## config.mk

```make
export PLATFORM = sky130hd
export DESIGN_NAME = vcfw_back
export DESIGN_NICKNAME = d
export VERILOG_FILES = /design/src/rtl/core/vfd_clock_frame_writer_macros.svh /design/src/rtl/core/vcfw_pkg.sv /design/src/rtl/core/vcfw_back.sv
export SDC_FILE = /design/constraint.sdc
export NUM_CORES = 1
export LEC_CHECK = 0
export ABC_CLOCK_PERIOD_IN_PS = 50200
export BUFFER_PORTS_ARGS = -buffer_cell sky130_fd_sc_hd__buf_4
export CELL_PAD_IN_SITES_DETAIL_PLACEMENT = 1
export CELL_PAD_IN_SITES_GLOBAL_PLACEMENT = 1
export CORE_MARGIN = 5
export CORE_UTILIZATION = 47
export DETAILED_ROUTE_END_ITERATION = 16
export PLACE_DENSITY = 0.89
export SLEW_MARGIN = 20
export SYNTH_ARGS = -nofsm -noshare
export SYNTH_HDL_FRONTEND = slang
export SYNTH_SLANG_ARGS = --single-unit
export TNS_END_PERCENT = 20
```

## constraint.sdc

```tcl
create_clock -name clk -period 50.2 [get_ports clk]
set_clock_uncertainty 0.2 [all_clocks]
set_input_delay 2.51 -clock clk [delete_from_list [all_inputs] [get_ports clk]]
set_output_delay 2.51 -clock clk [all_outputs]
set_load 0.05 [all_outputs]
```

## src/rtl/core/vfd_clock_frame_writer_macros.svh

```systemverilog
// Assertion helpers for the clock frame writer.
`ifndef VFD_CLOCK_FRAME_WRITER_MACROS_SVH
`define VFD_CLOCK_FRAME_WRITER_MACROS_SVH

// Same-cycle implication, clocked on clk, off during reset.
`define VCFW_ASSERT_IMP(lbl, ante, cons, msg) \
	lbl: assert property (@(posedge clk) disable iff (!arst_n) (ante) |-> (cons)) \
		else $error(msg);

// Next-cycle implication, clocked on clk, off during reset.
`define VCFW_ASSERT_NXT(lbl, ante, cons, msg) \
	lbl: assert property (@(posedge clk) disable iff (!arst_n) (ante) |=> (cons)) \
		else $error(msg);

`endif

```

## src/rtl/core/vcfw_pkg.sv

```systemverilog
package vcfw_pkg;

	localparam int IMG_BITS = 384;
	localparam int Q_DEPTH  = 2;
	localparam int Q_PTR_W  = $clog2(Q_DEPTH);
	localparam int Q_CNT_W  = $clog2(Q_DEPTH + 1);

	// display module codes
	localparam logic [1:0] MOD_A    = 2'd0;
	localparam logic [1:0] MOD_B    = 2'd1;
	localparam logic [1:0] MOD_SEG7 = 2'd2;

	// request kinds
	localparam logic FUNC_CLOCK = 1'b0;
	localparam logic FUNC_LED   = 1'b1;

	// fixed words of the write sequence
	localparam logic [15:0] CTL_ADDR      = 16'h0330;
	localparam logic [15:0] CTL_DATA      = 16'h00f0;
	localparam logic [15:0] CTL_DATA_LAST = 16'h10f0;
	localparam logic [15:0] CTL_DIM       = 16'h1330;
	localparam logic [15:0] CTL_LED       = 16'h1130;
	localparam logic [31:0] DAT_DIM       = 32'h0000_8a0a;
	localparam logic [31:0] DAT_LED_ON    = 32'h0000_1541;
	localparam logic [31:0] DAT_PWR_LED   = 32'h0000_fc41;
	localparam logic [7:0]  ADDR_LOW      = 8'h40;

	typedef struct packed {
		logic       func;
		logic [4:0] hour;
		logic [5:0] minute;
		logic [5:0] second;
	} req_t;

	typedef struct packed {
		logic [31:0] data_word;
		logic [15:0] control_word;
		logic        last_write;
	} res_t;

	typedef struct packed {
		logic                func;
		logic [1:0]          mod;
		logic [IMG_BITS-1:0] img;
	} entry_t;

	typedef struct packed {
		logic full;
		logic empty;
	} q_stat_t;

	// Segment pattern of digit d placed on the 16 bits of its two image bytes.
	function automatic logic [15:0] digit_pat(logic [1:0] mod, logic [3:0] d);
		logic [13:0] r14;
		logic [6:0]  r7;
		logic [15:0] pat;
		r14 = '0;
		r7  = '0;
		pat = '0;
		case (mod)
			MOD_A: begin
				case (d)
					4'd0: r14 = 14'b10001100000111;
					4'd1: r14 = 14'b00000100000010;
					4'd2: r14 = 14'b10001011000011;
					4'd3: r14 = 14'b10000111000011;
					4'd4: r14 = 14'b00000111000110;
					4'd5: r14 = 14'b10000111000101;
					4'd6: r14 = 14'b10001111000100;
					4'd7: r14 = 14'b00000100000011;
					4'd8: r14 = 14'b10001111000111;
					default: r14 = 14'b00000111000111;
				endcase
				pat = {1'b0, r14, 1'b0};
			end
			MOD_B: begin
				case (d)
					4'd0: r14 = 14'b11100000000111;
					4'd1: r14 = 14'b01000000000010;
					4'd2: r14 = 14'b10100011000011;
					4'd3: r14 = 14'b11000011000011;
					4'd4: r14 = 14'b01000011000110;
					4'd5: r14 = 14'b11000011000101;
					4'd6: r14 = 14'b11100011000100;
					4'd7: r14 = 14'b01000000000011;
					4'd8: r14 = 14'b11100011000111;
					default: r14 = 14'b01000011000111;
				endcase
				pat = {2'b00, r14};
			end
			default: begin
				case (d)
					4'd0: r7 = 7'b1110111;
					4'd1: r7 = 7'b0100010;
					4'd2: r7 = 7'b1011011;
					4'd3: r7 = 7'b1101011;
					4'd4: r7 = 7'b0101110;
					4'd5: r7 = 7'b1101101;
					4'd6: r7 = 7'b1111100;
					4'd7: r7 = 7'b0100011;
					4'd8: r7 = 7'b1111111;
					default: r7 = 7'b0101111;
				endcase
				pat = {9'd0, r7};
			end
		endcase
		return pat;
	endfunction

endpackage

```

## src/rtl/core/vcfw_back.sv

```systemverilog
module vcfw_back (
	input  logic              clk,
	input  logic              arst_n,
	input  vcfw_pkg::q_stat_t qstat,
	input  vcfw_pkg::entry_t  head,
	output logic              pop,
	output logic              strobe,
	output vcfw_pkg::res_t    result
);

	localparam logic [2:0] ST_IDLE = 3'd0;
	localparam logic [2:0] ST_BANK = 3'd1;
	localparam logic [2:0] ST_DIM  = 3'd2;
	localparam logic [2:0] ST_LED  = 3'd3;
	localparam logic [2:0] ST_PWR  = 3'd4;

	logic [2:0] st_q;
	logic [1:0] bank_q;
	logic [2:0] slot_q;
	logic [1:0] mod_q;
	logic [vcfw_pkg::IMG_BITS-1:0] img_q;
	logic           strobe_q;
	vcfw_pkg::res_t res_q;
	vcfw_pkg::res_t res_d;
	logic           finishing;
	logic [1:0]     wj;
	logic [3:0]     widx;

	assign finishing = (st_q == ST_PWR) || (st_q == ST_LED) ||
		((st_q == ST_DIM) && (mod_q != vcfw_pkg::MOD_SEG7));
	assign pop = ((st_q == ST_IDLE) || finishing) && !qstat.empty;

	always_ff @(posedge clk or negedge arst_n) begin
		if (!arst_n) begin
			st_q   <= ST_IDLE;
			bank_q <= '0;
			slot_q <= '0;
		end else if (pop) begin
			st_q   <= (head.func == vcfw_pkg::FUNC_LED) ? ST_PWR : ST_BANK;
			bank_q <= '0;
			slot_q <= '0;
		end else if (finishing) begin
			st_q <= ST_IDLE;
		end else begin
			case (st_q)
				ST_BANK: begin
					if (slot_q == 3'd4) begin
						slot_q <= '0;
						if (bank_q == 2'd2) begin
							st_q <= ST_DIM;
						end else begin
							bank_q <= bank_q + 1'b1;
						end
					end else begin
						slot_q <= slot_q + 1'b1;
					end
				end
				ST_DIM: st_q <= ST_LED;
				default: st_q <= st_q;
			endcase
		end
	end

	always_ff @(posedge clk) begin
		if (pop) begin
			mod_q <= head.mod;
			img_q <= head.img;
		end
	end

	assign wj   = 2'(slot_q - 3'd1);
	assign widx = {bank_q, wj};

	always_comb begin
		res_d = '0;
		case (st_q)
			ST_BANK: begin
				if (slot_q == 3'd0) begin
					res_d.data_word    = {16'h0000, 2'b11, bank_q, 4'h0, vcfw_pkg::ADDR_LOW};
					res_d.control_word = vcfw_pkg::CTL_ADDR;
				end else begin
					res_d.data_word    = img_q[{widx, 5'd0} +: 32];
					res_d.control_word = (wj == 2'd3) ? vcfw_pkg::CTL_DATA_LAST :
						vcfw_pkg::CTL_DATA;
				end
			end
			ST_DIM: begin
				res_d.data_word    = vcfw_pkg::DAT_DIM;
				res_d.control_word = vcfw_pkg::CTL_DIM;
				res_d.last_write   = (mod_q != vcfw_pkg::MOD_SEG7);
			end
			ST_LED: begin
				res_d.data_word    = vcfw_pkg::DAT_LED_ON;
				res_d.control_word = vcfw_pkg::CTL_LED;
				res_d.last_write   = 1'b1;
			end
			ST_PWR: begin
				res_d.data_word    = vcfw_pkg::DAT_PWR_LED;
				res_d.control_word = vcfw_pkg::CTL_LED;
				res_d.last_write   = 1'b1;
			end
			default: res_d = '0;
		endcase
	end

	always_ff @(posedge clk or negedge arst_n) begin
		if (!arst_n) begin
			strobe_q <= 1'b0;
		end else begin
			strobe_q <= (st_q != ST_IDLE);
		end
	end

	always_ff @(posedge clk) begin
		res_q <= res_d;
	end

	assign strobe = strobe_q;
	assign result = res_q;

endmodule

```

# After elaboration in Yosys (flattened, before gate mapping)

Index checks and enable logic that the tools add are counted.

Input bits: 391
Flip-flop bits (word level): 444

Multiplexer cells: 19
Equal/unequal tests: 12
Reduce and logical (&&, ||, !) cells: 16
$add $sub $neg: 3
Shift operators: 1

Operators by type and width:

| operator              | number |
|---|---|
| $shiftx A384 B10 Y32  | 1 |
| $pmux W48 S4          | 1 |
| $mux W48              | 1 |
| $mux W3               | 9 |
| $mux W13              | 1 |
| $mux W2               | 5 |
| $ne A4 B4 Y1 const B  | 2 |
| $eq A3 B2 Y1 const B  | 2 |
| $eq A3 B3 Y1 const B  | 2 |
| $logic_not A3 Y1      | 2 |
| $ne A2 B2 Y1 const B  | 3 |
| $pmux W3 S2           | 1 |
| $eq A2 B2 Y1 const B  | 2 |
| $reduce_and A4 Y1     | 1 |
| $reduce_bool A2 Y1    | 2 |
| $reduce_bool A4 Y1    | 1 |
| $add A3 B1 Y3 const B | 1 |
| $eq A3 B1 Y1 const B  | 1 |
| $logic_or A1 B1 Y1    | 3 |
| $reduce_and A3 Y1     | 1 |
| $reduce_bool A3 Y1    | 1 |
| $add A2 B1 Y2 const B | 1 |
| $logic_and A1 B1 Y1   | 2 |
| $pmux W1 S2           | 1 |
| other kinds (4)       | 4 |

# Logic depth before layout (Yosys ltp)

Gate-level depths: netlist of run 1.

Word-level depth: 7
Gate-level depth with buffers: 11
Gate-level depth less buffers: 7

# Worst setup path before layout of run 1

OpenSTA, ideal clock, no wires.

Path type: input port to output port
Start: input qstat[0] in the netlist's numbering
End: output pop
Buffers on the path: 0
Cell stages on the path: 1
Path slack: 28.375 ns
Arrival time: 19.115 ns
Data required time: 47.490 ns
Cells stage by stage: nor2_1

Word-level cells in the longest chain between the ends: 2

Ends and longest elaborated chain:

| item                | line            | text |
|---|---|---|
| start, declared     | vcfw_back.sv:4  | `input vcfw_pkg::q_stat_t qstat,` |
| $logic_not A1 Y1    | vcfw_back.sv:31 | `assign pop = ((st_q == ST_IDLE) \|\| finishing) && !qstat.empty;` |
| $logic_and A1 B1 Y1 | vcfw_back.sv:31 |  |
| end, declared       | vcfw_back.sv:6  | `output logic pop,` |

Every way passes these cells.

# Worst setup path in the final report of run 1

Same ends and word-level chain as after synthesis.

==> flow_summary.ini, run 1 <==
[outcome]
outcome = finished, final reports clean

[cells_and_area]
nFillCells = 2965
fin_nets = 1599
regArea_um2 = 12600
syn2layout_area_growth_pct = 31.6
multi_input_area_um2 = 3370
layout-drive-gt1-share_pct = 48.9
utilization_pct = 62.3

[power]
vdd_drop_max_mv = 0.0371
p_leak_nw = 7.96
power_density_nw_per_um2 = 59.6
p_total_w = 0.00127

[setup_path]
rr_startpoint = st_q[1]
cp-endpoint = pop
cp.arrival_ns = 3.47
cp_max_fo = 16
start_kind = input port
crit_required_ns = 47.49
reg2regPathDepth = 6
regToRegSetupSlack_ns = 45.55
cp-startpoint = qstat[0]
worst_setup_path_end_kind = primary output
timing_worst_setup_path_type = input port to primary output
timing.rr.end = img_q[380]

[global_routing]
grt_max_degree = 100
grt.total_usage_pct = 24.3
grt_antenna_before_repair = 2
grt_pass1_wl_um = 68400
grt_overflow_total = 0
grt_pass1_vias = 10600

[yosys]
yosysSeqAreaShare_pct = 77.5
synth_edf_count = 386
synthArstFlopShare_pct = 2.08
synth_seq_cells = 433
synth-main-ff-cell = edfxtp_1
synth_area_um2 = 16200
syn-instance-count = 760
yosysWarnings = 0
avgSynthCellArea_um2 = 21.4
yosys.cell_types.count = 49

[drt]
vias = 9194
remaining_drc_errors = 0
drt-initial-drc-count = 572
viasPerCell = 5.42
first_pass_iters = 4
final_antenna_net_count = 0
drt_wl_total_um = 47200
routedWlPerCell_um = 27.8

[sta]
finalSetupViolations = 0
fmax_mhz = 162
period_needed_ns = 6.18
worst_slew_pin_slew_ns = 1.07
slew_headroom_pct = 28.5
tns_ns = 0
final_hold_viol_count = 0
drv_slew = 0
rsz0062_at_grt = no
fin_crit_sh_pct = 12.3

[clock_tree]
clk_pin_slew_ns = 0.06
cts_buffer_depth = 3
cts.sinks = 433
h-tree-depth = 2
cts_made_buffers = 45
root_buffer = clkbuf_16
post_cts_buffers = 0
clkLatencyLatePin_ns = 0.57
cts-resized-gates = 0
cts_tree = yes
ctsHoldBuffers = 0

[die]
core_um2 = 34300
chipHeight_um = 196
die_area_um2 = 38400
start_util_pct = 47.3
die_w_um = 196
row_count = 68
ios = 442

[job]
maxCapViolCount = 0

[placement]
place_congestion = 0.788
hpwl_um = 33700
portBuffers = 431

[hold_path]
holdCritPathClass = register to register
## state kept, by name, indices dropped and copies added, names as in the netlist
signal / flops
img_q: 384
result: 38
slot_q: 3
st_q: 3
bank_q: 2
mod_q: 2
strobe: 1
## where the power goes
group	internal [W]	leakage (nW)	switching (W)
clock network	0.000202	0.720	0.000137
logic	0.000182	3.31	0.000258
registers	0.000469	3.93	0.0000261
## area by class of cell
cell class,count,area share [%]
Antenna cell,2,0.0234
Clock buffer,62,5.76
Clock inverter,20,1.20
Inverter,7,0.123
Multi-Input combinational cell,277,15.8
Sequential cell,433,58.9
Tap cell,455,2.67
Timing Repair Buffer,441,15.5
## synthesized netlist by cell type (4+ instances only)
cell type	count	area, um2
a21oi_1	26	130
nor2_1	13	48.8
nand2_1	14	52.6
inv_1	4	15.0
nand3_1	5	25.0
buf_6	4	45.0
a31oi_1	4	25.0
edfxtp_1	386	11600
nor3_1	5	25.0
dfxtp_1	38	761
nand2b_1	4	25.0
mux4_2	91	2050
clkbuf_1	15	56.3
buf_2	13	65.1
buf_4	19	143
dfrtp_1	9	225
o21ai_0	12	60.1
a211oi_1	21	158
mux2i_1	33	330
## per-layer routing
metal / track usage, % / part of all wire, % / vias to the layer above
met5: 0 / 0 / -
met4: 10.3 / 4.0 / 0
met3: 6.23 / 7.2 / 87
met2: 43.3 / 54 / 427
met1: 27.9 / 35 / 4668
li1: - / - / 4012
## through the flow
stage	cells	hold slack [ns]	worst slack (ns)	cell area (um2)
after floorplan	768	0.279	28.38	16300
after CTS	1695	0.343	43.98	21300
after global routing	1697	0.378	43.95	21400
final	1697	0.342	44.02	21400
after detailed placement	1613	0.333	43.98	19900
after global placement	1613	0.314	44.00	19900
## how the worst min path moves through the flow
stage,end,cells after the start,startpoint,slack (ns)
floorplan,result[0],2,mod_q[0],0.28
global placement,result[0],2,mod_q[0],0.31
detailed placement,result[0],2,mod_q[0],0.33
CTS,result[0],2,mod_q[0],0.34
global route,result[0],2,mod_q[0],0.38
finish,result[0],2,mod_q[0],0.34
## logic make-up after synthesis
kind of cell               count (synthesis)  share of synthesized area, %
other                                      1                        0.0231
AOI/OAI and AO/OA                         80                          3.14
adders and majority gates                  3                         0.231
muxes                                    129                          15.3
DFF                                      433                          77.5
buffers and inverters                     58                          2.07
xor gates and xnor gates                   1                        0.0540
and+or+nand+nor                           55                          1.73
## layout by cell type (no fill, tap or decap), types with 3 or more instances in the layout
master     netlist  routed
a211oi_1        21      21
a21o_1           3       3
a21oi_1         26      26
a31oi_1          4       4
buf_4           19     439
bufinv_16        0       6
clkbuf_1        15      13
clkbuf_16        0      45
clkbuf_8         0       4
clkinv_1         2       6
clkinv_2         0       5
conb_1           1       9
dfrtp_1          9       8
dfxtp_1         38      38
edfxtp_1       386     386
inv_1            4       4
mux2i_1         33      33
mux4_1           3       3
mux4_2          91      91
nand2_1         14      14
nand2b_1         4       4
nand3_1          5       5
nor2_1          13      12
nor2b_1          3       3
nor3_1           5       5
o21ai_0         12      12
## critical path, cell delays in order
cell and delay, ns:
buf_4 0.13, nor2_4 0.50, buf_4 0.32
(Power assumes the default switching activity.)
==> inputs of run 2 (changes only) <==
ABC_AREA = 1   (was not set)
ABC_CLOCK_PERIOD_IN_PS = 5200   (was 50200)
CORE_UTILIZATION = 38   (was 47)
PLACE_DENSITY = 0.81   (was 0.89)
clock period = 5.2 ns   (was 50.2 ns; I/O delays follow)
==> run 2 against run 1 <==
Net effect: critical path depth up 6; setup slack got worse by 43 ns; count of clock-buffer cells in the layout decreased by 2; cell count rose by 65%; critical endpoint is now result[19]; largest cell class unchanged; highest routed layer is now met5.
==> flow_summary.ini, run 2 <==
[outcome]
outcome = finished, final reports clean

[setup_path]
crit_chain = inv_6 > ha_4 > clkinv_2 > buf_4 > nand3_1 > nand3_1 > nand2_1 > nand3_1 > nor2_1
start_kind = register
critPathSlowestCell = dfrtp_4
cpPeakStageDelay_ns = 0.79
crit_required_ns = 5.50
cp.arrival_ns = 4.38
cp_max_fo = 86
worst_setup_path_end_kind = register
reg2regPathDepth = 9
critPathMostFrequentCell = nand3_1
timing_worst_setup_path_type = register to register
regToRegSetupSlack_ns = 1.12

[sta]
slew_headroom_pct = 5.66
drv_slew = 0
fmax_mhz = 245
finalSetupViolations = 0
rsz0062_at_grt = no
tns_ns = 0
fin_crit_sh_pct = 78.5
period_needed_ns = 4.08
worst_slew_pin_slew_ns = 1.42
final_hold_viol_count = 0

[cells_and_area]
layout-drive-gt1-share_pct = 25.6
largest_reg_flops = 384
final_cell_mix = buf_4 (442), dlygate4sd3_1 (391), edfxtp_1 (386)
fin_nets = 2555
regMostFlops = img_q
syn2layout_area_growth_pct = 53.9
layout_commonest_cell = buf_4
finalInstanceArea_um2 = 26200

[yosys]
synthTopCellsByCount = edfxtp_1 (386), nand2_1 (261), nor2_1 (182)
yosysSeqAreaShare_pct = 73.8
synth_area_leaders = edfxtp_1 (68%), nand2_1 (5.8%), dfxtp_1 (4.5%), nor2_1 (4.0%), nand3_1 (3.8%)
yosysTopAreaCell = edfxtp_1
avgSynthCellArea_um2 = 12.5
yosys.cell_types.count = 37
syn-instance-count = 1358
yosysTopAreaCellShare_pct = 68.0
yosysWarnings = 0
synth_edf_count = 386
synth_area_um2 = 17000
synth_seq_cells = 433
synthArstFlopShare_pct = 2.08
synth_most_common_cell = edfxtp_1
synth-main-ff-cell = edfxtp_1

[clock_tree]
post_cts_buffers = 0
cts_buffer_depth = 3
clk_pin_slew_ns = 0.08
clkLatencyLatePin_ns = 0.59
h-tree-depth = 2
ctsHoldBuffers = 391
cts_made_buffers = 46
root_buffer = clkbuf_16
cts-resized-gates = 0
cts_tree = yes
cts.sinks = 433

[drt]
vias = 15100
first_pass_iters = 5
drt_wl_total_um = 78000
final_antenna_net_count = 0
remaining_drc_errors = 0
routedWlPerCell_um = 27.8
viasPerCell = 5.37
drt-initial-drc-count = 1687

[global_routing]
grt_overflow_total = 0
grt_pass1_vias = 16900
grt_max_degree = 232
grt_antenna_before_repair = 15
grt_pass1_wl_um = 113000
grt.total_usage_pct = 30.7

[power]
vdd_drop_max_mv = 0.311
power_density_nw_per_um2 = 304
p_total_w = 0.00797
pwr-share-clk_pct = 45.7
power_frac_seq_pct = 47.4
p_sw_w = 0.00171
intPower_w = 0.00626
p_leak_nw = 10.2
switching_share_pct = 21.5
share_comb_of_total_power_pct = 6.9

[hold_path]
whs_path_depth = 2
holdCritPathClass = input port to register

[die]
start_util_pct = 38.4
core_um2 = 44300
chipHeight_um = 222
ios = 442
die_w_um = 222
die_area_um2 = 49200
row_count = 77

[placement]
hpwl_um = 38700
place_congestion = 0.875
dpl_cell_area_um2 = 20600
portBuffers = 431

[job]
maxCapViolCount = 0
-- run 2: cell types whose count changed after synthesis, sizes merged, moves of 33 or more --
cell,delta
mux4,-94
o21ai,+91
nor2,+173
o211ai,+46
nand3,+127
inv,+39
nand2,+250
mux2i,-33
-- run 2: power by group through the flow --
stage               clock, W  sequential, W  combinational [W]
finish               0.00364        0.00378           0.000549
global route         0.00383        0.00378           0.000565
CTS                  0.00355        0.00378           0.000509
detailed placement         0        0.00386           0.000252
global placement           0        0.00386           0.000242
floorplan                  0        0.00386          0.0000198
-- run 2: worst paths after layout --
| check | startpoint | to |
|---|---|---|
| worst max-delay path | slot_q[0] | result[19] |
| worst min-delay path | head[66] | img_q[66] |
| worst max register to register | slot_q[0] | result[19] |
| worst min register to register | slot_q[1] | slot_q[1] |
| max in group asynchronous | arst_n | slot_q[0] |
| min in group asynchronous | arst_n | strobe |
-- run 2: critical path: cells and delay by family, from the launching register on --
family | cells | cell delay (ns)
AND/OR/NAND/NOR | 5 | 0.82
flip-flops | 1 | 0.79
buffers and inverters | 3 | 1.46
adder cells (fa/ha/maj) | 1 | 0.66
-- run 2: through the flow --
step / cells / utilization (%) / worst slack, ns / hold WS, ns
2_1_floorplan: 1366 / - / 0.950 / -0.236
3_3_place_gp: 2313 / 46.6 / 1.31 / -0.107
3_5_place_dp: 2313 / 46.6 / 1.22 / -0.106
4_1_cts: 2789 / 59.0 / 1.19 / 0.153
5_1_grt: 2803 / 59.2 / 0.969 / 0.176
6_report: 2806 / 59.2 / 1.12 / 0.177
-- run 2: area by class of cell --
cell class	instances	area, um2
clock buffers	60	1280
fillers	4485	18100
well taps	592	741
inverters	44	188
clock inverters	25	329
multi-input cells	801	3790
diodes	16	40.0
flip-flops and latches	433	12600
repair buffers	835	7280
-- run 2: per-layer routing --
metal / share of wire (%) / GRT usage (%) / up-vias
li1: - / - / 6392
met1: 33 / 32.3 / 7456
met2: 54 / 58.2 / 953
met3: 6.4 / 5.52 / 272
met4: 6.3 / 15.8 / 4
met5: 0.037 / 0 / -
-- run 2: cells by family after synthesis --
group           synth area share, %
other cells                  0.0220
fa+ha+maj                     0.220
simple gates                   15.1
flops                          73.8
xor+xnor                      0.103
compound gates                 6.48
buf+inv                        4.25
==> inputs of run 3 (changes only) <==
ABC_CLOCK_PERIOD_IN_PS = 3400   (was 5200)
clock period = 3.4 ns   (was 5.2 ns; I/O delays follow)
==> run 3 against run 2 <==
Net effect: cell count is 0.64% higher; flip-flop and latch count stayed put; worst hold slack worse by 0.084 ns; design area is 0.14% higher; register-to-register slack worse by 0.53 ns; sequential share of layout area is 0.066 points lower; sequential power is 53% higher; count of clock-buffer cells in the layout is 3 higher; first-iteration DRC count is 9.8% lower; largest power group unchanged; routed wire length is 2.9% higher; global-route usage is 0.93 points higher; die area stayed put.
==> flow_summary.ini, run 3 (synthesis gave the netlist of run 2 again) <==
[hold_path]
worstHoldStart = head[324]
min_to = img_q[324]
whs_path_depth = 2
holdCritPathClass = input port to register

[drt]
vias = 15200
remaining_drc_errors = 0
drt_wl_total_um = 80300
drt-initial-drc-count = 1522
final_antenna_net_count = 0
routedWlPerCell_um = 28.4
viasPerCell = 5.38
first_pass_iters = 5

[clock_tree]
post_cts_buffers = 0
cts_buffer_depth = 3
clkLatencyLatePin_ns = 0.59
cts_made_buffers = 46
clk_pin_slew_ns = 0.07
root_buffer = clkbuf_16
cts.sinks = 433
h-tree-depth = 2
cts_tree = yes

[sta]
tns_ns = 0
period_needed_ns = 3.20
drv_slew = 0
final_hold_viol_count = 0
fin_crit_sh_pct = 94.1
slew_headroom_pct = 13.9
rsz0062_at_grt = no
worst_slew_pin_slew_ns = 1.29
finalSetupViolations = 0
fin_hold_ws_ns = 0.0928
fin_ws_ns = 0.200
fmax_mhz = 312

[cells_and_area]
largest_reg_flops = 384
final_cell_mix = buf_4 (448), dlygate4sd3_1 (391), edfxtp_1 (386)
fin_nets = 2568
layout-drive-gt1-share_pct = 25.7
syn2layout_area_growth_pct = 54.2
utilization_pct = 59.3
layout_commonest_cell = buf_4
finalInstanceArea_um2 = 26300
nFillCells = 4511
regMostFlops = img_q

[setup_path]
cp.arrival_ns = 2.83
timing.rr.end = img_q[11]
rr_startpoint = st_q[1]
worst_setup_path_end_kind = primary output
regToRegSetupSlack_ns = 0.59
reg2regPathDepth = 8
start_kind = register
cp_max_fo = 99
crit_required_ns = 3.03
timing_worst_setup_path_type = register to primary output

[power]
p_leak_nw = 10.2
power_density_nw_per_um2 = 449
vdd_drop_max_mv = 0.381

[die]
die_area_um2 = 49200
core_um2 = 44300
chipHeight_um = 222
ios = 442
start_util_pct = 38.4
die_w_um = 222
row_count = 77

[global_routing]
grt_max_degree = 208
grt_overflow_total = 0
grt_antenna_before_repair = 20
grt_pass1_vias = 17200
grt_pass1_wl_um = 116000
grt.total_usage_pct = 31.6

[placement]
post-place-ws_ns = 0.779
dpl_cell_area_um2 = 20800
hpwl_um = 39100
place_congestion = 0.843
portBuffers = 431

[outcome]
outcome = finished, final reports clean

[job]
maxCapViolCount = 0
## run 3: worst max-delay path by stage
stage            start          to  slack [ns]  cells past startpoint
2_1_floorplan  st_q[1]    img_q[0]        0.09                      7
3_3_place_gp   st_q[0]  img_q[286]        0.90                      6
3_5_place_dp   st_q[1]   img_q[43]        0.78                      8
4_1_cts        st_q[1]         pop        0.34                      8
5_1_grt        st_q[1]         pop        0.13                      8
6_report       st_q[1]         pop        0.20                      8
## run 3: timing repair
item	in CTS	in global routing
hold endpoints to repair	400	0
gates resized for setup	0	0
hold buffers	391	0
## run 3: routing by layer
metal  wire length, um  vias up  GRT usage [%]
li1                  -     6433              -
met1             26500     7467           33.2
met2             42200      959           57.4
met3              5510      329           6.63
met4              6050        2           20.4
met5                 7        -              0
## run 3: where the power goes
group	total, W	internal, W	switching, W
Clock	0.00515	0.00275	0.00240
Sequential	0.00578	0.00578	0
Combinational	0.000850	0.000575	0.000275
Total	0.0118	0.00911	0.00267
## run 3: worst max-delay path: stages (launching register included)
cell and delay [ns]:
dfrtp_1 0.39, inv_1 0.18, nand2_1 0.15, nor2_1 0.24
inv_1 0.13, nand3_2 0.12, nand2_2 0.22, inv_16 0.44
buf_4 0.30
## run 3: through the flow
| stage | std cells | total power (W) |
|---|---|---|
| finish | 2824 | 0.0118 |
| global route | 2820 | 0.0121 |
| CTS | 2803 | 0.0116 |
| detailed placement | 2327 | 0.00629 |
| global placement | 2327 | 0.00628 |
| floorplan | 1366 | 0.00593 |
## run 3: cell type report
type | instances | area (um2) | share of cell area [%]
sequential | 433 | 12600 | 47.9
timing repair buffer | 848 | 7460 | 28.4
inverter | 44 | 188 | 0.715
multi-input combinational | 801 | 3790 | 14.4
clock buffer | 63 | 1280 | 4.89
tap | 592 | 741 | 2.82
clock inverter | 22 | 174 | 0.662
antenna | 21 | 52.6 | 0.200
