`config.mk`:
```
export PLATFORM = sky130hd
export DESIGN_NAME = vcfw_queue
export DESIGN_NICKNAME = d
export VERILOG_FILES = /design/src/rtl/core/vfd_clock_frame_writer_macros.svh /design/src/rtl/core/vcfw_pkg.sv /design/src/rtl/core/vcfw_queue.sv
export SDC_FILE = /design/constraint.sdc
export NUM_CORES = 1
export LEC_CHECK = 0
export BUFFER_PORTS_ARGS = -buffer_cell sky130_fd_sc_hd__buf_4
export CAP_MARGIN = 15
export CORE_AREA = 2 2 304 306
export CTS_BUF_LIST = sky130_fd_sc_hd__clkbuf_4 sky130_fd_sc_hd__clkbuf_8
export CTS_CLUSTER_DIAMETER = 200
export DETAILED_ROUTE_END_ITERATION = 12
export DIE_AREA = 0 0 306 308
export GPL_TIMING_DRIVEN = 0
export PLACE_DENSITY = 0.61
export SLEW_MARGIN = 20
export SYNTH_ARGS = -nofsm -noshare
export SYNTH_HDL_FRONTEND = slang
export SYNTH_SLANG_ARGS = --single-unit
```
`constraint.sdc`:
```
create_clock -name clk -period 35.4 [get_ports clk]
set_input_delay 3.54 -clock clk [delete_from_list [all_inputs] [get_ports clk]]
set_output_delay 3.54 -clock clk [all_outputs]
set_load 0.05 [all_outputs]
```
`src/rtl/core/vfd_clock_frame_writer_macros.svh`:
```
// Assertion helpers for the clock frame writer.
`ifndef VFD_CLOCK_FRAME_WRITER_MACROS_SVH
`define VFD_CLOCK_FRAME_WRITER_MACROS_SVH

// Same-cycle implication, clocked on clk, off during reset.
`define VCFW_ASSERT_IMP(lbl, ante, cons, msg) \
	lbl: assert property (@(posedge clk) disable iff (!arst_n) (ante) |-> (cons)) \
		else $error(msg);

// Next-cycle implication, clocked on clk, off during reset.
`define VCFW_ASSERT_NXT(lbl, ante, cons, msg) \
	lbl: assert property (@(posedge clk) disable iff (!arst_n) (ante) |=> (cons)) \
		else $error(msg);

`endif

```
`src/rtl/core/vcfw_pkg.sv`:
```
package vcfw_pkg;

	localparam int IMG_BITS = 384;
	localparam int Q_DEPTH  = 2;
	localparam int Q_PTR_W  = $clog2(Q_DEPTH);
	localparam int Q_CNT_W  = $clog2(Q_DEPTH + 1);

	// display module codes
	localparam logic [1:0] MOD_A    = 2'd0;
	localparam logic [1:0] MOD_B    = 2'd1;
	localparam logic [1:0] MOD_SEG7 = 2'd2;

	// request kinds
	localparam logic FUNC_CLOCK = 1'b0;
	localparam logic FUNC_LED   = 1'b1;

	// fixed words of the write sequence
	localparam logic [15:0] CTL_ADDR      = 16'h0330;
	localparam logic [15:0] CTL_DATA      = 16'h00f0;
	localparam logic [15:0] CTL_DATA_LAST = 16'h10f0;
	localparam logic [15:0] CTL_DIM       = 16'h1330;
	localparam logic [15:0] CTL_LED       = 16'h1130;
	localparam logic [31:0] DAT_DIM       = 32'h0000_8a0a;
	localparam logic [31:0] DAT_LED_ON    = 32'h0000_1541;
	localparam logic [31:0] DAT_PWR_LED   = 32'h0000_fc41;
	localparam logic [7:0]  ADDR_LOW      = 8'h40;

	typedef struct packed {
		logic       func;
		logic [4:0] hour;
		logic [5:0] minute;
		logic [5:0] second;
	} req_t;

	typedef struct packed {
		logic [31:0] data_word;
		logic [15:0] control_word;
		logic        last_write;
	} res_t;

	typedef struct packed {
		logic                func;
		logic [1:0]          mod;
		logic [IMG_BITS-1:0] img;
	} entry_t;

	typedef struct packed {
		logic full;
		logic empty;
	} q_stat_t;

	// Segment pattern of digit d placed on the 16 bits of its two image bytes.
	function automatic logic [15:0] digit_pat(logic [1:0] mod, logic [3:0] d);
		logic [13:0] r14;
		logic [6:0]  r7;
		logic [15:0] pat;
		r14 = '0;
		r7  = '0;
		pat = '0;
		case (mod)
			MOD_A: begin
				case (d)
					4'd0: r14 = 14'b10001100000111;
					4'd1: r14 = 14'b00000100000010;
					4'd2: r14 = 14'b10001011000011;
					4'd3: r14 = 14'b10000111000011;
					4'd4: r14 = 14'b00000111000110;
					4'd5: r14 = 14'b10000111000101;
					4'd6: r14 = 14'b10001111000100;
					4'd7: r14 = 14'b00000100000011;
					4'd8: r14 = 14'b10001111000111;
					default: r14 = 14'b00000111000111;
				endcase
				pat = {1'b0, r14, 1'b0};
			end
			MOD_B: begin
				case (d)
					4'd0: r14 = 14'b11100000000111;
					4'd1: r14 = 14'b01000000000010;
					4'd2: r14 = 14'b10100011000011;
					4'd3: r14 = 14'b11000011000011;
					4'd4: r14 = 14'b01000011000110;
					4'd5: r14 = 14'b11000011000101;
					4'd6: r14 = 14'b11100011000100;
					4'd7: r14 = 14'b01000000000011;
					4'd8: r14 = 14'b11100011000111;
					default: r14 = 14'b01000011000111;
				endcase
				pat = {2'b00, r14};
			end
			default: begin
				case (d)
					4'd0: r7 = 7'b1110111;
					4'd1: r7 = 7'b0100010;
					4'd2: r7 = 7'b1011011;
					4'd3: r7 = 7'b1101011;
					4'd4: r7 = 7'b0101110;
					4'd5: r7 = 7'b1101101;
					4'd6: r7 = 7'b1111100;
					4'd7: r7 = 7'b0100011;
					4'd8: r7 = 7'b1111111;
					default: r7 = 7'b0101111;
				endcase
				pat = {9'd0, r7};
			end
		endcase
		return pat;
	endfunction

endpackage

```
`src/rtl/core/vcfw_queue.sv`:
```
module vcfw_queue (
	input  logic              clk,
	input  logic              arst_n,
	input  logic              push,
	input  vcfw_pkg::entry_t  wr_entry,
	input  logic              pop,
	output vcfw_pkg::entry_t  rd_entry,
	output vcfw_pkg::q_stat_t qstat
);

	vcfw_pkg::entry_t mem_q [vcfw_pkg::Q_DEPTH];
	logic [vcfw_pkg::Q_PTR_W-1:0] wr_ptr_q, rd_ptr_q;
	logic [vcfw_pkg::Q_CNT_W-1:0] cnt_q;

	function automatic logic [vcfw_pkg::Q_PTR_W-1:0] ptr_inc(
		logic [vcfw_pkg::Q_PTR_W-1:0] p);
		return (p == vcfw_pkg::Q_PTR_W'(vcfw_pkg::Q_DEPTH - 1)) ? '0 :
			vcfw_pkg::Q_PTR_W'(p + 1'b1);
	endfunction

	assign qstat.full  = (cnt_q == vcfw_pkg::Q_CNT_W'(vcfw_pkg::Q_DEPTH));
	assign qstat.empty = (cnt_q == '0);
	assign rd_entry    = mem_q[rd_ptr_q];

	always_ff @(posedge clk or negedge arst_n) begin
		if (!arst_n) begin
			wr_ptr_q <= '0;
			rd_ptr_q <= '0;
			cnt_q    <= '0;
		end else begin
			if (push) begin
				wr_ptr_q <= ptr_inc(wr_ptr_q);
			end
			if (pop) begin
				rd_ptr_q <= ptr_inc(rd_ptr_q);
			end
			if (push && !pop) begin
				cnt_q <= cnt_q + 1'b1;
			end else if (pop && !push) begin
				cnt_q <= cnt_q - 1'b1;
			end
		end
	end

	always_ff @(posedge clk) begin
		if (push) begin
			mem_q[wr_ptr_q] <= wr_entry;
		end
	end

endmodule

```
=== Word-level counts from Yosys, hierarchy flattened ===
Memories as Yosys holds them, arrays and structs flattened.
Cells that the tools add are included.

* Memories kept: 1
* Output and inout bits: 389
* Input bits: 391
* Bits in writable memories: 774
* Word-level logic and storage cells: 21
* Register bits: 4

{| class="wikitable"
|+ Memory list
! name !! depth !! width !! rd ports !! clocked after memory_dff !! write ports !! RTL line !! source
|-
| mem_q || 2 || 387 || 1 || 0 || 1 || vcfw_queue.sv:11 || <nowiki>vcfw_pkg::entry_t mem_q [vcfw_pkg::Q_DEPTH];</nowiki>
|}

* Add/subtract/negate cells: 4
* Equality and inequality tests: 1
* Multiplexer cells: 6
* Reduce and logical (&&, ||, !) cells: 6

{| class="wikitable"
|+ Operator list
! kind !! count
|-
| $mux 1 || 4
|-
| $mux 2 || 2
|-
| $add 1x1->1 const B || 2
|-
| $add 2x1->2 const B || 1
|-
| $eq 2x2->1 const B || 1
|-
| $logic_and 1x1->1 || 2
|-
| $logic_not 1->1 || 2
|-
| $logic_not 2->1 || 1
|-
| $reduce_bool 2->1 || 1
|-
| $sub 2x1->2 const B || 1
|}

=== Depth between registers and ports, before layout ===
Gate-level depths: netlist (run 1).

* Word-level depth: 4
* Mapped depth: 5
* Mapped depth without buffers: 5

=== Least setup slack after synthesis (run 1) ===
No wires, ideal clock.

* Path kind: in2reg
* From: input port push
* To: memory mem_q[0][0] (netlist name), enable pin
* Arrival: 20,151 ps
* Required time: 34,209 ps
* Setup slack: 14,058 ps
* Cell stages on the path: 1
* Path buffers: 0
* Setup time: 1,191 ps
* Cells stage by stage: nor2b_1

* Cells in the longest elaborated chain, start to end: 2

{| class="wikitable"
|+ Ends and longest elaborated chain
! element !! RTL line !! source
|-
| from (decl) || vcfw_queue.sv:4 || <nowiki>input logic push,</nowiki>
|-
| $mux 1 || vcfw_queue.sv:46 || <nowiki>if (push) begin</nowiki>
|-
| $mux 1 (implied by the code) || vcfw_queue.sv:47 || <nowiki>mem_q[wr_ptr_q] <= wr_entry;</nowiki>
|-
| to (decl) || vcfw_queue.sv:11 ||
|}

Every way passes these cells.

==> results of run 1 <==
[power groups by stage]
| stage | Combinational (mW) | Clock [mW] | Sequential [mW] |
|---|---|---|---|
| 6_report | 1.75 | 0.774 | 1.26 |
| 5_1_grt | 1.81 | 0.843 | 1.27 |
| 4_1_cts | 1.77 | 0.804 | 1.26 |
| 3_5_place_dp | 1.77 | 0 | 1.28 |
| 3_3_place_gp | 1.71 | 0 | 1.45 |
| 2_1_floorplan | 1.24 | 0 | 1.38 |
[metal layers]
metal / vias to the layer above / track usage / wire, um
li1: 6808 / - / -
met1: 7433 / 0.143 / 24400
met2: 612 / 0.259 / 37300
met3: 136 / 0.0779 / 7740
met4: 10 / 0.0553 / 1760
met5: - / 0 / 62
[path summary, 6_finish.rpt]
path / end / slack, ns
max in group asynchronous: rd_ptr_q / 32.76
min in group asynchronous: cnt_q[0] / 2.53
worst min-delay path: cnt_q[1] / 0.51
worst max register to register: mem_q[1][287] / 32.77
worst min register to register: cnt_q[1] / 0.51
worst max-delay path: rd_entry[320] / 29.50
[flip-flops by register name, indices dropped and copies added, names as in the netlist]
register / cells
cnt_q: 2
mem_q: 774
rd_ptr_q: 1
wr_ptr_q: 1
[cell families after synthesis]
kind of cell | share of synthesized area
buffers and inverters | 0.0168
AND/OR/NAND/NOR | 0.000894
flip-flops | 0.794
XOR/XNOR | 0.00149
multiplexers | 0.187
adder cells (fa/ha/maj) | 0.000425
[layout by cell type, fill, tap and decap left out, types with 2 or more instances in the layout]
cell type   instances
diode_2            11
buf_8              12
inv_8               4
buf_2               6
clkbuf_8          131
buf_4             779
clkinvlp_4          6
dfrtp_1             4
mux2_4            301
buf_12              9
buf_16             17
clkinv_2           13
buf_6              25
xor2_1              4
nor2_1              2
inv_6               5
edfxtp_1          774
clkinv_1           33
mux2_2             86
clkbuf_4           39
bufinv_16           3
[metrics by stage]
stage               hold WS [ns]  utilization  instance area, um^2
floorplan                  0.455            -                29400
global placement           0.469        0.404                36700
detailed placement         0.506        0.411                37400
CTS                        0.515        0.439                39900
global route               0.550        0.439                39900
finish                     0.508        0.439                40000
[area by class of cell]
type                       count  area [um^2]  area share
clock buffer                 170         2100      0.0525
multi-input combinational    398         5580       0.140
inverter                       1         3.75   0.0000940
timing repair buffer         805         6500       0.163
sequential                   778        23300       0.584
clock inverter                65          429      0.0107
tap                         1186         1480      0.0371
buffer                        43          492      0.0123
antenna                       11         27.5    0.000689
[worst max-delay path, cell delays in order, from the launching register on]
cell and delay [ns]:
dfrtp_1 0.34, buf_6 0.18, buf_6 0.27, buf_8 0.22, mux2_4 0.33, buf_4 0.20
==> summary.md, run 1 <==
| Metric | Value |
|---|---|
| Clock Skews | `~0.029 ns` |
| Pin count of the biggest net entering global routing | `between 50 and 60` |
| Fmax | `between 0.15 and 0.2 GHz` |
| Net switching share of the total power | `0.400` |
| Clock slew at reported path FFs | `roughly 0.06 ns` |
| Final Cycle Share | `0.167` |
| Yosys warns | `0` |
| Seq/Total Area, Yosys | `0.794` |
| Die X | `between 300 and 400 um` |
| Final ANT Viol Nets | `0` |
| GRT Resource Usage Total | `0.146` |
| Via Count | `around 15,000` |
| Worst reg2reg path depth | `5` |
| Clock tree buffer depth | `3` |
| Cell Count Post-Placement | `approximately 3,200` |
| Hold_sp | `cnt_q[1]` |
| Max Cap Viol | `0` |
| Final net count | `about 2,600` |
| RSZ-0062 raised after global routing | `false` |
| Critical path class | `flip-flop to output port` |
| Crit end category | `output port` |
| VDD IR max | `around 0.056 mV` |
| FP Rows | `roughly 110` |
| Prevailing post-synth register cell | `edfxtp_1` |
| Data arrival, critical path | `approximately 2.4 ns` |
| # H-tree levels | `4` |
| Layout area overhead | `35.8%` |
| Final GP Congestion | `between 0.7 and 0.8` |
| Post-synthesis async set-or-reset flop share | `0.00514` |
| Max FO, Critical Path | `10` |
| Clock power frac | `0.205` |
| Slew Limit Fails | `0` |
| First-pass GRT wire length | `~100,000 um` |
| Initial core utilization | `0.323` |
| Die H | `around 310 um` |
| Share of cells above drive strength 1 | `0.637` |
| Count of final setup violators | `0` |
| Worst skew pair latency | `0.80 ns` |
| Post-CTS Hold Fix Bufs | `0` |
| Worst slew margin | `0.614` |
| Drt initial violations | `between 800 and 900` |
| Top cells by area, synth | `edfxtp_1, mux2_4, mux2_2` |
| Cells after Synth | `1,220` |
| Lkg Pwr | `15.8 nW` |
| Post-Syn Nets | `between 1,500 and 2,000` |
| Synth area leader | `edfxtp_1` |
| Number of global-route vias before repair | `~16,000` |
| FILL cells | `7,920` |
| DR WL/cell | `20.6 um` |
| Placeable Area | `about 91,000 um^2` |
| Post-synth cell types | `14` |
| Actual slew at the worst max-slew pin | `around 0.58 ns` |
| Final worst slack | `slightly below 30 ns` |
| Initial antenna violation count | `14` |
| Power Dens Cells | `~95 nW/um^2` |
| CTS tree | `yes` |
| Tmin final | `between 5 and 6 ns` |
| Cell internal pwr | `2.27 mW` |
| Count leader, synth | `edfxtp_1` |
| Synth cell count leaders | `edfxtp_1, mux2_4, mux2_2` |
| Status | `finished clean` |
| Comb pwr share | `0.462` |
| PostCTS Resize Cnt | `0` |
| Final setup TNS | `0 ns` |
| DR pass1 iterations | `4` |
| Place WS | `29.57 ns` |
| Clk root buf | `clkbuf_8` |
| Final hold violation count | `0` |
| CP Launch Type | `flip-flop` |
| Routed wire length | `71,200 um` |
| Worst min path class | `flip-flop to flip-flop` |
| Pwr Total | `3.78 mW` |
| DIE AREA | `about 94,000 um^2` |
| Post-synth EDFFs | `774` |
| # clock sinks | `approximately 800` |
| Syn Area/Cell | `approximately 24 um^2` |
| Post-CTS Setup Inserts | `0` |
| Total gr overflow | `0` |
| DPL Wire Length | `roughly 52,000 um` |
| Depth of the worst hold-timing path | `1` |
| Data required time of the worst path | `around 32 ns` |
| Mapped Area | `roughly 30,000 um^2` |
| Post-synth top area share | `0.790` |
| Cell Count, Final, Fillers Out | `approximately 3,500` |
| Synth Register Bits | `roughly 780` |
| Flop pwr share | `0.333` |
| Vias/cell | `about 4.3` |
| Crit Reg-Reg Startpoint | `wr_ptr_q` |
| DRC violations left | `0` |
| IO Pins | `slightly below 800` |
| TritonCTS Buffers | `approximately 130` |
| Port Buffers | `779` |
| Crit path from | `rd_ptr_q` |
| Switch Pwr | `around 1.5 mW` |
Note: power is estimated with default switching activity, not from simulation.
==> run 2, diff against run 1 <==
CORE_AREA = 2 2 305 307   (was 2 2 304 306)
DIE_AREA = 0 0 307 309   (was 0 0 306 308)
PLACE_DENSITY = 0.63   (was 0.61)
clock period = 4.9 ns   (was 35.4 ns; I/O delays follow)
==> run 2 against run 1 <==
Net effect: worst setup slack got worse by 27 ns; clock-buffer cell count increased by 17; wire length increased by 3.5%; largest cell class unchanged; largest power group unchanged.
==> summary.md, run 2 (same netlist as run 1, synthesis figures left out) <==
| Metric | Value |
|---|---|
| Clock slew at reported path FFs | `0.06 ns (about the same)` |
| Routed wire length | `73,700 um (was 71,200 um)` |
| Initial core utilization | `0.322 (was 0.323)` |
| CP Launch Type | `flip-flop (unchanged)` |
| Vias/cell | `4.30 (was 4.34)` |
| Initial antenna violation count | `10 (was 14)` |
| FF-to-FF setup slack | `2.29 ns (was 32.77 ns)` |
| Max FO, Critical Path | `10 (unchanged)` |
| CTS tree | `yes (unchanged)` |
| Crit path buf inv count | `4 (unchanged)` |
| Family with the most delay on the worst path | `buffers and inverters (unchanged)` |
| Port Buffers | `779 (unchanged)` |
| DRC violations left | `0 (unchanged)` |
| Layout area overhead | `48.9% (was 35.8%)` |
| Register area | `23,300 um^2 (unchanged)` |
| Final net count | `2,942 (was 2,550)` |
| Crit end category | `output port (unchanged)` |
| Placeable Area | `91,400 um^2 (was 91,000 um^2)` |
| Status | `finished clean (unchanged)` |
| Actual slew at the worst max-slew pin | `0.611 ns (was 0.578 ns)` |
| CP most frequent cell | `buf_6 (unchanged)` |
| Final setup TNS | `0 ns (unchanged)` |
| Data required time of the worst path | `4.41 ns (was 31.86 ns)` |
| Worst slew margin | `0.592 (was 0.614)` |
| Commonest non-fill, non-tap cell in the layout | `buf_4 (unchanged)` |
| Crit Reg-Reg Startpoint | `wr_ptr_q (unchanged)` |
| Critical path's largest stage delay | `0.37 ns (was 0.34 ns)` |
| Slew Limit Fails | `0 (unchanged)` |
| DIE AREA | `94,900 um^2 (was 94,200 um^2)` |
| Final hold violation count | `0 (unchanged)` |
| Reg2reg end | `mem_q[0][242] (was mem_q[1][287])` |
| Fmax | `about 0.35 GHz` |
| IO Pins | `780 (unchanged)` |
| Min-Delay Endpoint | `mem_q[1][167] (was cnt_q[1])` |
| Number of global-route vias before repair | `18,300 (was 16,400)` |
| Share of cells above drive strength 1 | `0.547 (was 0.637)` |
| DPL Wire Length | `52,000 um (was 52,100 um)` |
| Lkg Pwr | `17.4 nW (was 15.8 nW)` |
| # H-tree levels | `4 (unchanged)` |
| Final ANT Viol Nets | `0 (unchanged)` |
| GRT Resource Usage Total | `0.150 (was 0.146)` |
| Drt initial violations | `869 (was 858)` |
| Critical path cell sequence | `buf_6, buf_8, buf_6, mux2_4, buf_4 (was buf_6, buf_6, buf_8, mux2_4, buf_4)` |
| Tmin final | `around 2.9 ns` |
| FP Rows | `111 (unchanged)` |
| Slowest-stage cell, CP | `mux2_4 (was dfrtp_1)` |
| DR pass1 iterations | `6 (was 4)` |
| Clk root buf | `clkbuf_8 (unchanged)` |
| Reg with most FFs | `mem_q (unchanged)` |
| Max Cap Viol | `0 (unchanged)` |
| Worst skew pair latency | `0.79 ns (was 0.80 ns)` |
| Pin count of the biggest net entering global routing | `49 (was 52)` |
| Final GP Congestion | `0.759 (was 0.774)` |
| Worst reg2reg path depth | `7 (was 5)` |
| Max reg flops | `774 (unchanged)` |
| Depth of the worst hold-timing path | `2 (was 1)` |
| Hold_sp | `wr_entry[167] (was cnt_q[1])` |
| Most frequent cells in the layout | `buf_4, edfxtp_1, dlygate4sd3_1 (was buf_4, edfxtp_1, mux2_4)` |
| First-pass GRT wire length | `107,000 um (was 101,000 um)` |
| Critical path class | `flip-flop to output port (unchanged)` |
| # clock sinks | `778 (unchanged)` |
| FILL cells | `7,480 (was 7,920)` |
| Min Hold Slack | `0.428 ns (was 0.508 ns)` |
| Via Count | `16,500 (was 15,000)` |
| Total gr overflow | `0 (unchanged)` |
| VDD IR max | `0.417 mV (was 0.0563 mV)` |
| DR WL/cell | `19.2 um (was 20.6 um)` |
| Count of final setup violators | `0 (unchanged)` |
| Power Dens Cells | `629 nW/um^2 (was 94.6 nW/um^2)` |
| Clock Skews | `0.0243 ns (was 0.0286 ns)` |
| RSZ-0062 raised after global routing | `false (unchanged)` |
| TritonCTS Buffers | `132 (was 131)` |
| Data arrival, critical path | `2.40 ns (was 2.36 ns)` |
| Worst min path class | `primary input to flip-flop (was flip-flop to flip-flop)` |
| Multi-input logic area | `5580 um^2 (unchanged)` |
| Clock tree buffer depth | `3 (unchanged)` |
| Top flop regs | `mem_q (774), cnt_q (2) (unchanged)` |
| Final Cycle Share | `0.589` |
| Finished Core Util | `0.479 (was 0.439)` |
| Die H | `309 um (was 308 um)` |
| Die X | `307 um (was 306 um)` |
run 2: report_power, final:
group	leakage [nW]	switching, mW	internal, mW
clock network	1.32	2.52	3.02
registers	7.31	0.292	8.81
logic	8.76	8.12	4.79
total	17.4	10.9	16.6
run 2: how the worst max path moves through the flow:
| stage | slack, ns | from | to | cells after the start |
|---|---|---|---|---|
| final | 2.01 | rd_ptr_q | rd_entry[156] | 5 |
| after global routing | 1.83 | rd_ptr_q | rd_entry[156] | 5 |
| after CTS | 1.83 | rd_ptr_q | rd_entry[156] | 5 |
| after detailed placement | 2.08 | push | mem_q[0][238] | 8 |
| after global placement | -5.01 | push | mem_q[0][245] | 2 |
| after floorplan | -1.81 | push | mem_q[0][0] | 1 |
run 2: repair_timing:
item                                    CTS  global route
hold endpoints to repair                781             0
gates resized for setup                   0             0
endpoints found under the setup margin    0             0
buffers inserted                          0             0
hold buffers                            391             0
run 2: metal layers:
metal / vias up / GRT usage / part of all wire
met5: - / 0 / 0.00050
met4: 6 / 0.0552 / 0.026
met3: 142 / 0.0685 / 0.098
met2: 690 / 0.265 / 0.52
met1: 8074 / 0.156 / 0.36
li1: 7570 / - / -
run 2: stage by stage:
step | setup WS [ns] | cell area, um^2 | total power [mW] | instances
3_3_place_gp | -5.01 | 36700 | 22.0 | 3185
5_1_grt | 1.83 | 43800 | 28.6 | 3833
2_1_floorplan | -1.81 | 29400 | 18.4 | 1220
3_5_place_dp | 2.08 | 37400 | 22.0 | 3211
6_report | 2.01 | 43800 | 27.6 | 3833
4_1_cts | 1.83 | 43800 | 27.9 | 3830
run 2: final cells by class:
type / count / area share
clock buffers: 187 / 0.0516
well taps: 1186 / 0.0339
diodes: 3 / 0.000171
plain buffers: 43 / 0.0112
clock inverters: 41 / 0.00563
inverters: 1 / 0.0000857
repair buffers: 1196 / 0.237
multi-input cells: 398 / 0.127
flip-flops and latches: 778 / 0.533
==> run 3, diff against run 2 <==
PLACE_DENSITY = 0.61   (was 0.63)
clock period = 3.02 ns   (was 4.9 ns; I/O delays follow)
==> run 3 against run 2 <==
Net effect: sequential power grew 63%; clock power grew 66%; non-clock buffer count unchanged; global-route usage up 0.33 points; utilization up 0.068 points; wire length increased by 2.5%; critical path type is now flip-flop to flip-flop; combinational power increased by 63%.
==> summary.md, run 3 (same netlist as run 1, synthesis figures left out) <==
| Metric | Value |
|---|---|
| Switch Pwr | `17.9 mW (was 10.9 mW)` |
| Drt initial violations | `798 (was 869)` |
| Critical path class | `flip-flop to flip-flop (was flip-flop to output port)` |
| Port Buffers | `779 (unchanged)` |
| Slew Limit Fails | `0 (unchanged)` |
| Reg with most FFs | `mem_q (unchanged)` |
| VDD IR max | `0.829 mV (was 0.417 mV)` |
| Routed wire length | `75,600 um (was 73,700 um)` |
| Crit end category | `flip-flop (was output port)` |
| Data required time of the worst path | `3.48 ns (was 4.41 ns)` |
| Data arrival, critical path | `3.35 ns (was 2.40 ns)` |
| CTS tree | `yes (unchanged)` |
| Final net count | `2,943 (was 2,942)` |
| Status | `finished clean (unchanged)` |
| Final Cycle Share | `0.955` |
| Clock power frac | `0.204 (was 0.201)` |
| CP most frequent cell | `buf_16 (was buf_6)` |
| # clock sinks | `778 (unchanged)` |
| Final ANT Viol Nets | `0 (unchanged)` |
| Pin count of the biggest net entering global routing | `53 (was 49)` |
| Flop pwr share | `0.329 (was 0.330)` |
| Actual slew at the worst max-slew pin | `0.472 ns (was 0.611 ns)` |
| Worst min path class | `primary input to flip-flop (unchanged)` |
| DR WL/cell | `19.7 um (was 19.2 um)` |
| Fmax | `about 0.35 GHz` |
| Number of global-route vias before repair | `18,400 (was 18,300)` |
| Clock slew at reported path FFs | `0.06 ns (about the same)` |
| Net switching share of the total power | `0.398 (was 0.397)` |
| Initial core utilization | `0.322 (unchanged)` |
| DR pass1 iterations | `4 (was 6)` |
| Placeable Area | `91,400 um^2 (unchanged)` |
| Final hold violation count | `0 (unchanged)` |
| Cell internal pwr | `27.1 mW (was 16.6 mW)` |
| DPL Wire Length | `52,400 um (was 52,000 um)` |
| Clock Skews | `0.0274 ns (was 0.0243 ns)` |
| Share of cells above drive strength 1 | `0.543 (was 0.547)` |
| Layout area overhead | `49.1% (was 48.9%)` |
| GRT Resource Usage Total | `0.153 (was 0.150)` |
| First-pass GRT wire length | `109,000 um (was 107,000 um)` |
| Final GP Congestion | `0.770 (was 0.759)` |
| Tmin final | `around 2.9 ns` |
| Max reg flops | `774 (unchanged)` |
| Lkg Pwr | `17.4 nW (about the same)` |
| Count of final setup violators | `0 (unchanged)` |
| Top flop regs | `mem_q (774), cnt_q (2) (unchanged)` |
| Max Cap Viol | `0 (unchanged)` |
| FILL cells | `7,579 (was 7,480)` |
| # H-tree levels | `4 (unchanged)` |
| RSZ-0062 raised after global routing | `false (unchanged)` |
| Clock tree buffer depth | `3 (unchanged)` |
| Critical path cell sequence | `and2_4, buf_12, buf_12, buf_16, buf_16, buf_16 (was buf_6, buf_8, buf_6, mux2_4, buf_4)` |
| Power Dens Cells | `1030 nW/um^2 (was 629 nW/um^2)` |
| Critical path's largest stage delay | `0.50 ns (was 0.37 ns)` |
| FP Rows | `111 (unchanged)` |
| Clk root buf | `clkbuf_8 (unchanged)` |
| CP Launch Type | `flip-flop (unchanged)` |
| Finished Core Util | `0.480 (was 0.479)` |
| DRC violations left | `0 (unchanged)` |
| DIE AREA | `94,900 um^2 (unchanged)` |
| TritonCTS Buffers | `132 (unchanged)` |
| Total gr overflow | `0 (unchanged)` |
| Initial antenna violation count | `7 (was 10)` |
| Comb pwr share | `0.468 (was 0.469)` |
| IO Pins | `780 (unchanged)` |
| Via Count | `16,500 (about the same)` |
| Die X | `307 um (unchanged)` |
| Slowest-stage cell, CP | `dfrtp_1 (was mux2_4)` |
| Vias/cell | `4.30 (about the same)` |
| Commonest non-fill, non-tap cell in the layout | `buf_4 (unchanged)` |
| Final setup TNS | `0 ns (unchanged)` |
| Max FO, Critical Path | `52 (was 10)` |
| Die H | `309 um (unchanged)` |
| Worst slew margin | `0.685 (was 0.592)` |
| Worst skew pair latency | `0.80 ns (was 0.79 ns)` |
| Most frequent cells in the layout | `buf_4, edfxtp_1, dlygate4sd3_1 (unchanged)` |
run 3: cell types whose count changed in the layout (fill, tap and decap cells not counted), sizes merged:
cell,previous run,this run
and2,1,2
inv,7,5
diode,3,5
clkbuf,187,180
bufinv,1,3
clkinv,28,38
run 3: cell type report:
cell class,count,area [um^2],share of cell area
inverters,1,3.75,0.0000856
multi-input cells,399,5590,0.127
well taps,1186,1480,0.0338
clock inverters,51,325,0.00742
flip-flops and latches,778,23300,0.532
diodes,5,12.5,0.000285
plain buffers,43,494,0.0113
clock buffers,180,2210,0.0505
repair buffers,1196,10400,0.237
run 3: final timing paths:
check / startpoint / endpoint / slack [ns] / depth (start not counted)
min in group asynchronous: arst_n / wr_ptr_q / 0.42 / 3
worst max-delay path: wr_ptr_q / mem_q[1][285] / 0.14 / 6
worst max register to register: wr_ptr_q / mem_q[1][285] / 0.14 / 6
worst min-delay path: wr_entry[7] / mem_q[1][7] / 0.21 / 2
max in group asynchronous: arst_n / rd_ptr_q / 2.43 / 3
worst min register to register: cnt_q[1] / cnt_q[1] / 0.49 / 1
run 3: repair_timing:
action | CTS | global route
cloned | 0 | 1
resized for setup | 1 | 0
setup endpoints to repair | 1 | 52
hold endpoints to repair | 783 | 0
buffers inserted | 0 | 0
pin swaps | 0 | 1
hold buffers | 391 | 0
run 3: power by group through the flow:
stage | logic (mW) | registers, mW | clock network (mW)
floorplan | 14.6 | 15.3 | 0
global placement | 18.8 | 15.0 | 0
detailed placement | 20.8 | 15.0 | 0
CTS | 21.2 | 14.8 | 9.47
global route | 21.8 | 14.9 | 9.90
finish | 21.0 | 14.8 | 9.17
run 3: through the flow:
stage | total power [mW] | area [um^2] | cells | hold slack (ns) | setup WS [ns]
floorplan | 29.9 | 29400 | 1220 | 0.00641 | -3.57
global route | 46.7 | 43800 | 3838 | 0.149 | 0.00678
finish | 45.0 | 43800 | 3839 | 0.214 | 0.137
global placement | 33.7 | 36700 | 3185 | 0.100 | -6.70
detailed placement | 35.7 | 37400 | 3211 | 0.102 | 0.0721
CTS | 45.5 | 43800 | 3833 | 0.0981 | 0.0448
run 3: per-layer routing:
metal  GRT usage  up-vias  share of wire
met3      0.0678      155          0.091
met2       0.275      695           0.52
met5           0        -        0.00053
met1       0.155     8089           0.36
li1            -     7571              -
met4      0.0633        6          0.032
run 3: worst max-delay path, delay by kind of cell (launching register included):
family,cells,cell delay [ns]
and+or+nand+nor,1,0.44
DFF,1,0.50
buffers and inverters,5,1.44
